--- src/hw/rtl/brf_pkg.sv ---
// ---------------------------------------------------------------------------
// brf_pkg: shared types and codes for the ring byte FIFO unit.
// Holds the item formats, operation and status codes, and the command and
// status bundles between the controller and the datapath.
// ---------------------------------------------------------------------------
package brf_pkg;

  // Width of a message length and of a run length.
  localparam int LEN_W = 7;
  // Width of the reported fill count.
  localparam int FILL_W = 11;

  typedef enum logic [1:0] {
    OP_PUT   = 2'd0,
    OP_GET   = 2'd1,
    OP_CLEAR = 2'd2,
    OP_QUERY = 2'd3
  } op_t;

  typedef enum logic [2:0] {
    ST_OK       = 3'd0,
    ST_FULL     = 3'd1,
    ST_TOO_FEW  = 3'd2,
    ST_NO_MSG   = 3'd3,
    ST_LQ_FULL  = 3'd4,
    ST_TOO_LONG = 3'd5
  } status_t;

  typedef struct packed {
    op_t              operation;
    logic [7:0]       data_in;
    logic             end_of_message;
    logic             framed;
    logic [LEN_W-1:0] run_length;
  } in_item_t;

  typedef struct packed {
    logic [7:0]        data_out;
    logic              last_of_run;
    status_t           status;
    logic [FILL_W-1:0] fill_count;
  } out_item_t;

  // Commands from the controller to the datapath.
  typedef struct packed {
    logic capture;    // take the accepted item into the item register
    logic exec;       // carry out the held item's operation
    logic emit_byte;  // send the byte read from the store
  } ctl_cmd_t;

  // Status from the datapath to the controller.
  typedef struct packed {
    logic get_run;    // the held item is a get that emits a run of bytes
    logic out_free;   // the output register can take a result this cycle
    logic last_byte;  // the byte now read out is the final one of its run
  } ctl_sts_t;

endpackage

--- src/hw/rtl/brf_ctrl.sv ---
// ---------------------------------------------------------------------------
// brf_ctrl: sequencing state machine of the ring byte FIFO unit.
// Accepts one item, has the datapath execute it, and steps a get run out
// one byte at a time as the output register frees up.
// ---------------------------------------------------------------------------
module brf_ctrl (
  input  logic              clk,
  input  logic              rst_n,
  input  logic              in_valid,
  output logic              in_ready,
  input  brf_pkg::ctl_sts_t sts,
  output brf_pkg::ctl_cmd_t cmd
);

  typedef enum logic [1:0] {
    S_IDLE,
    S_EXEC,
    S_EMIT
  } state_t;

  state_t state_r, state_nxt;
  logic   in_ready_r, in_ready_nxt;

  // Commands follow from the state and the datapath status.
  always_comb begin
    cmd = '0;
    cmd.capture   = in_valid && in_ready_r;
    cmd.exec      = (state_r == S_EXEC) && sts.out_free;
    cmd.emit_byte = (state_r == S_EMIT) && sts.out_free;
  end

  // Next state.
  always_comb begin
    state_nxt    = state_r;
    in_ready_nxt = in_ready_r;
    unique case (state_r)
      S_IDLE: begin
        if (cmd.capture) begin
          state_nxt    = S_EXEC;
          in_ready_nxt = 1'b0;
        end
      end
      S_EXEC: begin
        if (cmd.exec) begin
          if (sts.get_run) begin
            state_nxt = S_EMIT;
          end else begin
            state_nxt    = S_IDLE;
            in_ready_nxt = 1'b1;
          end
        end
      end
      S_EMIT: begin
        if (cmd.emit_byte && sts.last_byte) begin
          state_nxt    = S_IDLE;
          in_ready_nxt = 1'b1;
        end
      end
      default: begin
        state_nxt    = S_IDLE;
        in_ready_nxt = 1'b1;
      end
    endcase
  end

  // State and registered ready.
  always_ff @(posedge clk) begin
    if (!rst_n) begin
      state_r    <= S_IDLE;
      in_ready_r <= 1'b1;
    end else begin
      state_r    <= state_nxt;
      in_ready_r <= in_ready_nxt;
    end
  end

  assign in_ready = in_ready_r;

`ifndef SYNTHESIS
  // An accepted item blocks the input until its results are produced.
  a_capture_blocks: assert property (@(posedge clk) disable iff (!rst_n)
    cmd.capture |=> !in_ready_r)
    else $error("input still ready after an item was accepted");

  // Sending the final byte of a run reopens the input.
  a_run_end_reopens: assert property (@(posedge clk) disable iff (!rst_n)
    (cmd.emit_byte && sts.last_byte) |=> in_ready_r)
    else $error("input not reopened after the end of a run");
`endif

endmodule

--- config.mk ---
export PLATFORM = sky130hd
export DESIGN_NAME = brf_ctrl
export DESIGN_NICKNAME = d
export VERILOG_FILES = /design/src/hw/rtl/brf_pkg.sv /design/src/hw/rtl/brf_ctrl.sv
export SDC_FILE = /design/constraint.sdc
export NUM_CORES = 1
export LEC_CHECK = 0
export BUFFER_PORTS_ARGS = -buffer_cell sky130_fd_sc_hd__buf_4
export CELL_PAD_IN_SITES_DETAIL_PLACEMENT = 2
export CELL_PAD_IN_SITES_GLOBAL_PLACEMENT = 2
export CORE_AREA = 2 2 39 41
export CTS_CLUSTER_SIZE = 30
export DETAILED_ROUTE_END_ITERATION = 10
export DIE_AREA = 0 0 41 43
export HOLD_SLACK_MARGIN = 0.12
export PLACE_DENSITY_LB_ADDON = 0.2
export SLEW_MARGIN = 0
export SYNTH_ARGS = -nofsm -noshare
export SYNTH_HDL_FRONTEND = slang
export SYNTH_SLANG_ARGS = --single-unit
--- constraint.sdc ---
create_clock -name clk -period 1.4 [get_ports clk]
set_clock_uncertainty 0.2 [all_clocks]
set_input_delay 0.42 -clock clk [delete_from_list [all_inputs] [get_ports clk]]
set_output_delay 0.42 -clock clk [all_outputs]
set_load 0.01 [all_outputs]
== Yosys cells after proc, flatten, opt, wreduce, memory -nomap -nowiden ==
Index checks and enable logic that the tools add are counted.
Widths: inputs -> output; s select.

* $add $sub $neg: 0
* $mul: 0
* Divide/modulo/power cells: 0
* Order comparisons: 0
* Equal/unequal tests: 6
* Shift-type cells: 0
* Mux-type cells: 10
* Bitwise operators: 0
* Reduce and logical (&&, ||, !) cells: 7

{| class="wikitable"
|+ Operators by type and width
! kind !! count
|-
| $mux 2 || 4
|-
| $ne 2x2->1 const B || 3
|-
| $pmux 2 s3 || 1
|-
| $logic_and 1x1->1 || 4
|-
| $mux 1 || 4
|-
| $reduce_and 4->1 || 1
|-
| $pmux 1 s3 || 1
|-
| $reduce_and 3->1 || 1
|-
| $eq 2x1->1 const B || 1
|-
| $eq 2x2->1 const B || 1
|-
| $logic_not 2->1 || 1
|-
| $ne 2x1->1 const B || 1
|}

* Bits in registers: 3
* Latch bits: 0
* Bits in writable memories: 0
* Bits in read-only memories: 0
* Output and inout port bits: 4
* Memories: 0

== Depth between registers and ports, before layout ==
* Word-level depth: 5
* Gate-level depth with buffers: 4
* Gate-level depth less buffers: 3

== Worst setup path before layout ==
No wires, ideal clock.

* Path kind: flip-flop to output port
* From: register state_r[0]
* To: output port cmd[1] in the netlist's numbering
* Arrival time: 0.765 ns
* Required time: 0.780 ns
* Slack: 0.015 ns
* Cell stages (with the launch flop): 3
* Path buffers: 0
* Cell sequence: dfxtp_1 -> inv_1 -> nor3b_1

{| class="wikitable"
|+ RTL lines
! element !! RTL line !! text
|-
| start: declaration || brf_ctrl.sv:21 || <nowiki>state_t state_r, state_nxt;</nowiki>
|-
| start signal: assignment || brf_ctrl.sv:72 || <nowiki>state_r <= state_nxt;</nowiki>
|-
| end: declaration || brf_ctrl.sv:12 || <nowiki>output brf_pkg::ctl_cmd_t cmd</nowiki>
|}

==> results.yml <==
global_route:
  grt_antenna_before_repair: 0
  grt_start_max_net_pins: 7
  grt_use_total: 0.0973
  grt_pass1_wl_um: 1110
  grt_remaining_overflow: 0
  grt_pass1_vias: 278
critical_path:
  r2r_start: "state_r[0]$_SDFFE_PN0P_"
  rr_worst_depth: 4
  critPathMaxFanout: 3
  arrival_ps: 890
  worstPathRequired_ps: 780
  r2r-end: "state_r[1]$_SDFFE_PN0P_"
  critPathCaptureType: "primary output"
  cp-start-kind: "register"
  worstSetupPathType: "register to primary output"
  r2r_slack_ps: -60
yosys:
  syn_inst: 23
  syn_area_per_cell_um2: 8.92
  synthesis.area_um2: 205
  ys_warn_count: 0
  seq_area_frac_synth: 0.293
  yosysUniqueCellTypes: 16
  syn_nets: 29
  ys_seq_elements: 3
finish:
  final_nets: 48
  drive_gt1_frac: 0.683
  insertedDiodeCount: 0
  mostFrequentLayoutCells: "11 x buf_4, 4 x buf_6, 3 x clkbuf_4"
  mostFrequentLayoutCell: "buf_4"
  syn2layout_area_growth_pct: 90.2
  fill_cells: 162
  final_util: 0.282
  final_cell_area_um2: 390
clock_tree:
  numCtsBuffers: 3
  clockBufferDepth: 2
  cts.root.buffer_cell: "clkbuf_4"
  clk_pin_slew_worst_paths_ps: 40
  h-tree-depth: 1
  cts_tree: "built"
  cts-hold-fix-buffers: 0
  clock_latency_ps: 230
  clock_sinks: 3
timing:
  post-route-period-util: 1.08
  finalSetupViolCount: 4
  hold_viol: 0
  tightest_slew_ps: 266
  max_freq_mhz: 664
  finalHoldWorstSlack_ps: 164
  slew-limit-headroom: 0.823
  fin_crit_ps: 1510
  setup_ws_ps: -105
  rsz0062_at_grt: "true"
  drv_slew: 0
detailed_routing:
  drcViolationCount: 0
  num_vias: 252
  viasPerCell: 4.42
  avgRoutedWirePerCell_um: 12.2
  first_iter_violations: 0
  drt.antenna.violating_nets: 0
  wl_um: 693
  dr.pass1.iters: 1
die:
  rows: 14
  ios: 10
  die_w_um: 41
  core_area_mm2: 0.00138
  initial_core_util: 0.148
  die_h_um: 43
  die-area_mm2: 0.00176
power:
  powerDensity_mw_per_mm2: 1170
  power_leakage_nw: 0.180
  max-vdd-ir-drop_mv: 0.266
job:
  max_cap_viol_count: 0
placed_design:
  dpl.hpwl_um: 512
  gp_congestion: 0.765
  numPortBuffers: 9
  placed_area_um2: 312
hold_path:
  min_from: "rst_n"
  hold_path_depth: 2
  holdPathEnd: "in_ready$_SDFFE_PN1P_"
  hold_class: "input pin to register"
status:
  status: "finished, violations left"
  violations: "negative setup slack"
==> per-layer routing <==
metal / share of wire / vias up / track usage
met2: 0.57 / 5 / 0.153
met1: 0.40 / 125 / 0.106
met4: 0 / 0 / 0.0800
met3: 0.026 / 0 / 0.0157
met5: 0 / - / 0
li1: - / 122 / -
==> area by class of cell <==
type                    instances  area, µm²  area share
multi-input cells              16        139       0.356
flip-flops and latches          3       66.3       0.170
well taps                      16       20.0      0.0513
clock buffers                   4       26.3      0.0673
inverters                       3       11.3      0.0288
repair buffers                 15        128       0.327
==> registers in the layout (all words and copies together), names as in the netlist <==
register,cells
in_ready,1
state_r,2
==> worst max-delay path, stage by stage, from the launching register on <==
cell and delay [ps]:
dfxtp_2 330, inv_2 50, nor3b_2 140, buf_4 140
==> how the worst max path moves through the flow <==
stage	startpoint	end	slack, ps
after CTS	state_r[1]$_SDFFE_PN0P_	cmd[0]	-120
after global routing	state_r[1]$_SDFFE_PN0P_	cmd[0]	-160
after global placement	sts[1]	state_r[1]$_SDFFE_PN0P_	-140
final	state_r[0]$_SDFFE_PN0P_	cmd[1]	-110
after floorplan	state_r[0]$_SDFFE_PN0P_	cmd[1]	10
after detailed placement	sts[1]	state_r[1]$_SDFFE_PN0P_	-150
==> per-stage QoR <==
stage	cells	setup TNS (ps)	total power, mW	setup WS (ps)
floorplan	23	0	0.197	14.7
CTS	57	-347	0.461	-125
global placement	51	-366	0.258	-145
finish	57	-309	0.456	-105
global route	57	-507	0.492	-157
detailed placement	51	-467	0.261	-150
==> cells by family (layout without fill, tap and decap cells) <==
kind of cell | after synthesis | count (layout) | share of synthesized area
AOI/OAI and AO/OA | 9 | 9 | 0.348
buffers and inverters | 4 | 22 | 0.110
DFF | 3 | 3 | 0.293
and+or+nand+nor | 7 | 7 | 0.250
==> Yosys cell counts <==
cell,count,area share
and3_2,1,0.037
and2_1,1,0.031
dfxtp_1,3,0.29
a221oi_1,1,0.043
o21ai_0,2,0.049
a211o_2,1,0.049
a221oi_2,1,0.073
nor3b_1,2,0.073
nand2b_1,1,0.031
and3b_1,1,0.043
inv_1,3,0.055
buf_6,1,0.055
a21oi_1,2,0.049
nand3b_1,1,0.037
a21o_1,1,0.037
a221o_1,1,0.049
==> power by group <==
part           internal [mW]  switching (mW)  total [mW]  leakage (nW)
clock                  0.107          0.0474       0.154        0.0150
combinational          0.108          0.0720       0.180         0.139
sequential             0.105          0.0172       0.122        0.0257
total                  0.319           0.137       0.456         0.180
==> timing repair <==
action / 4_1_cts / 5_1_grt
buffers inserted: 2 / 0
resized for setup: 11 / 4
cloned: 0 / 0
pin swaps: 0 / 2
setup endpoints to repair: 5 / 6
Power figures use the tool's default switching activity.
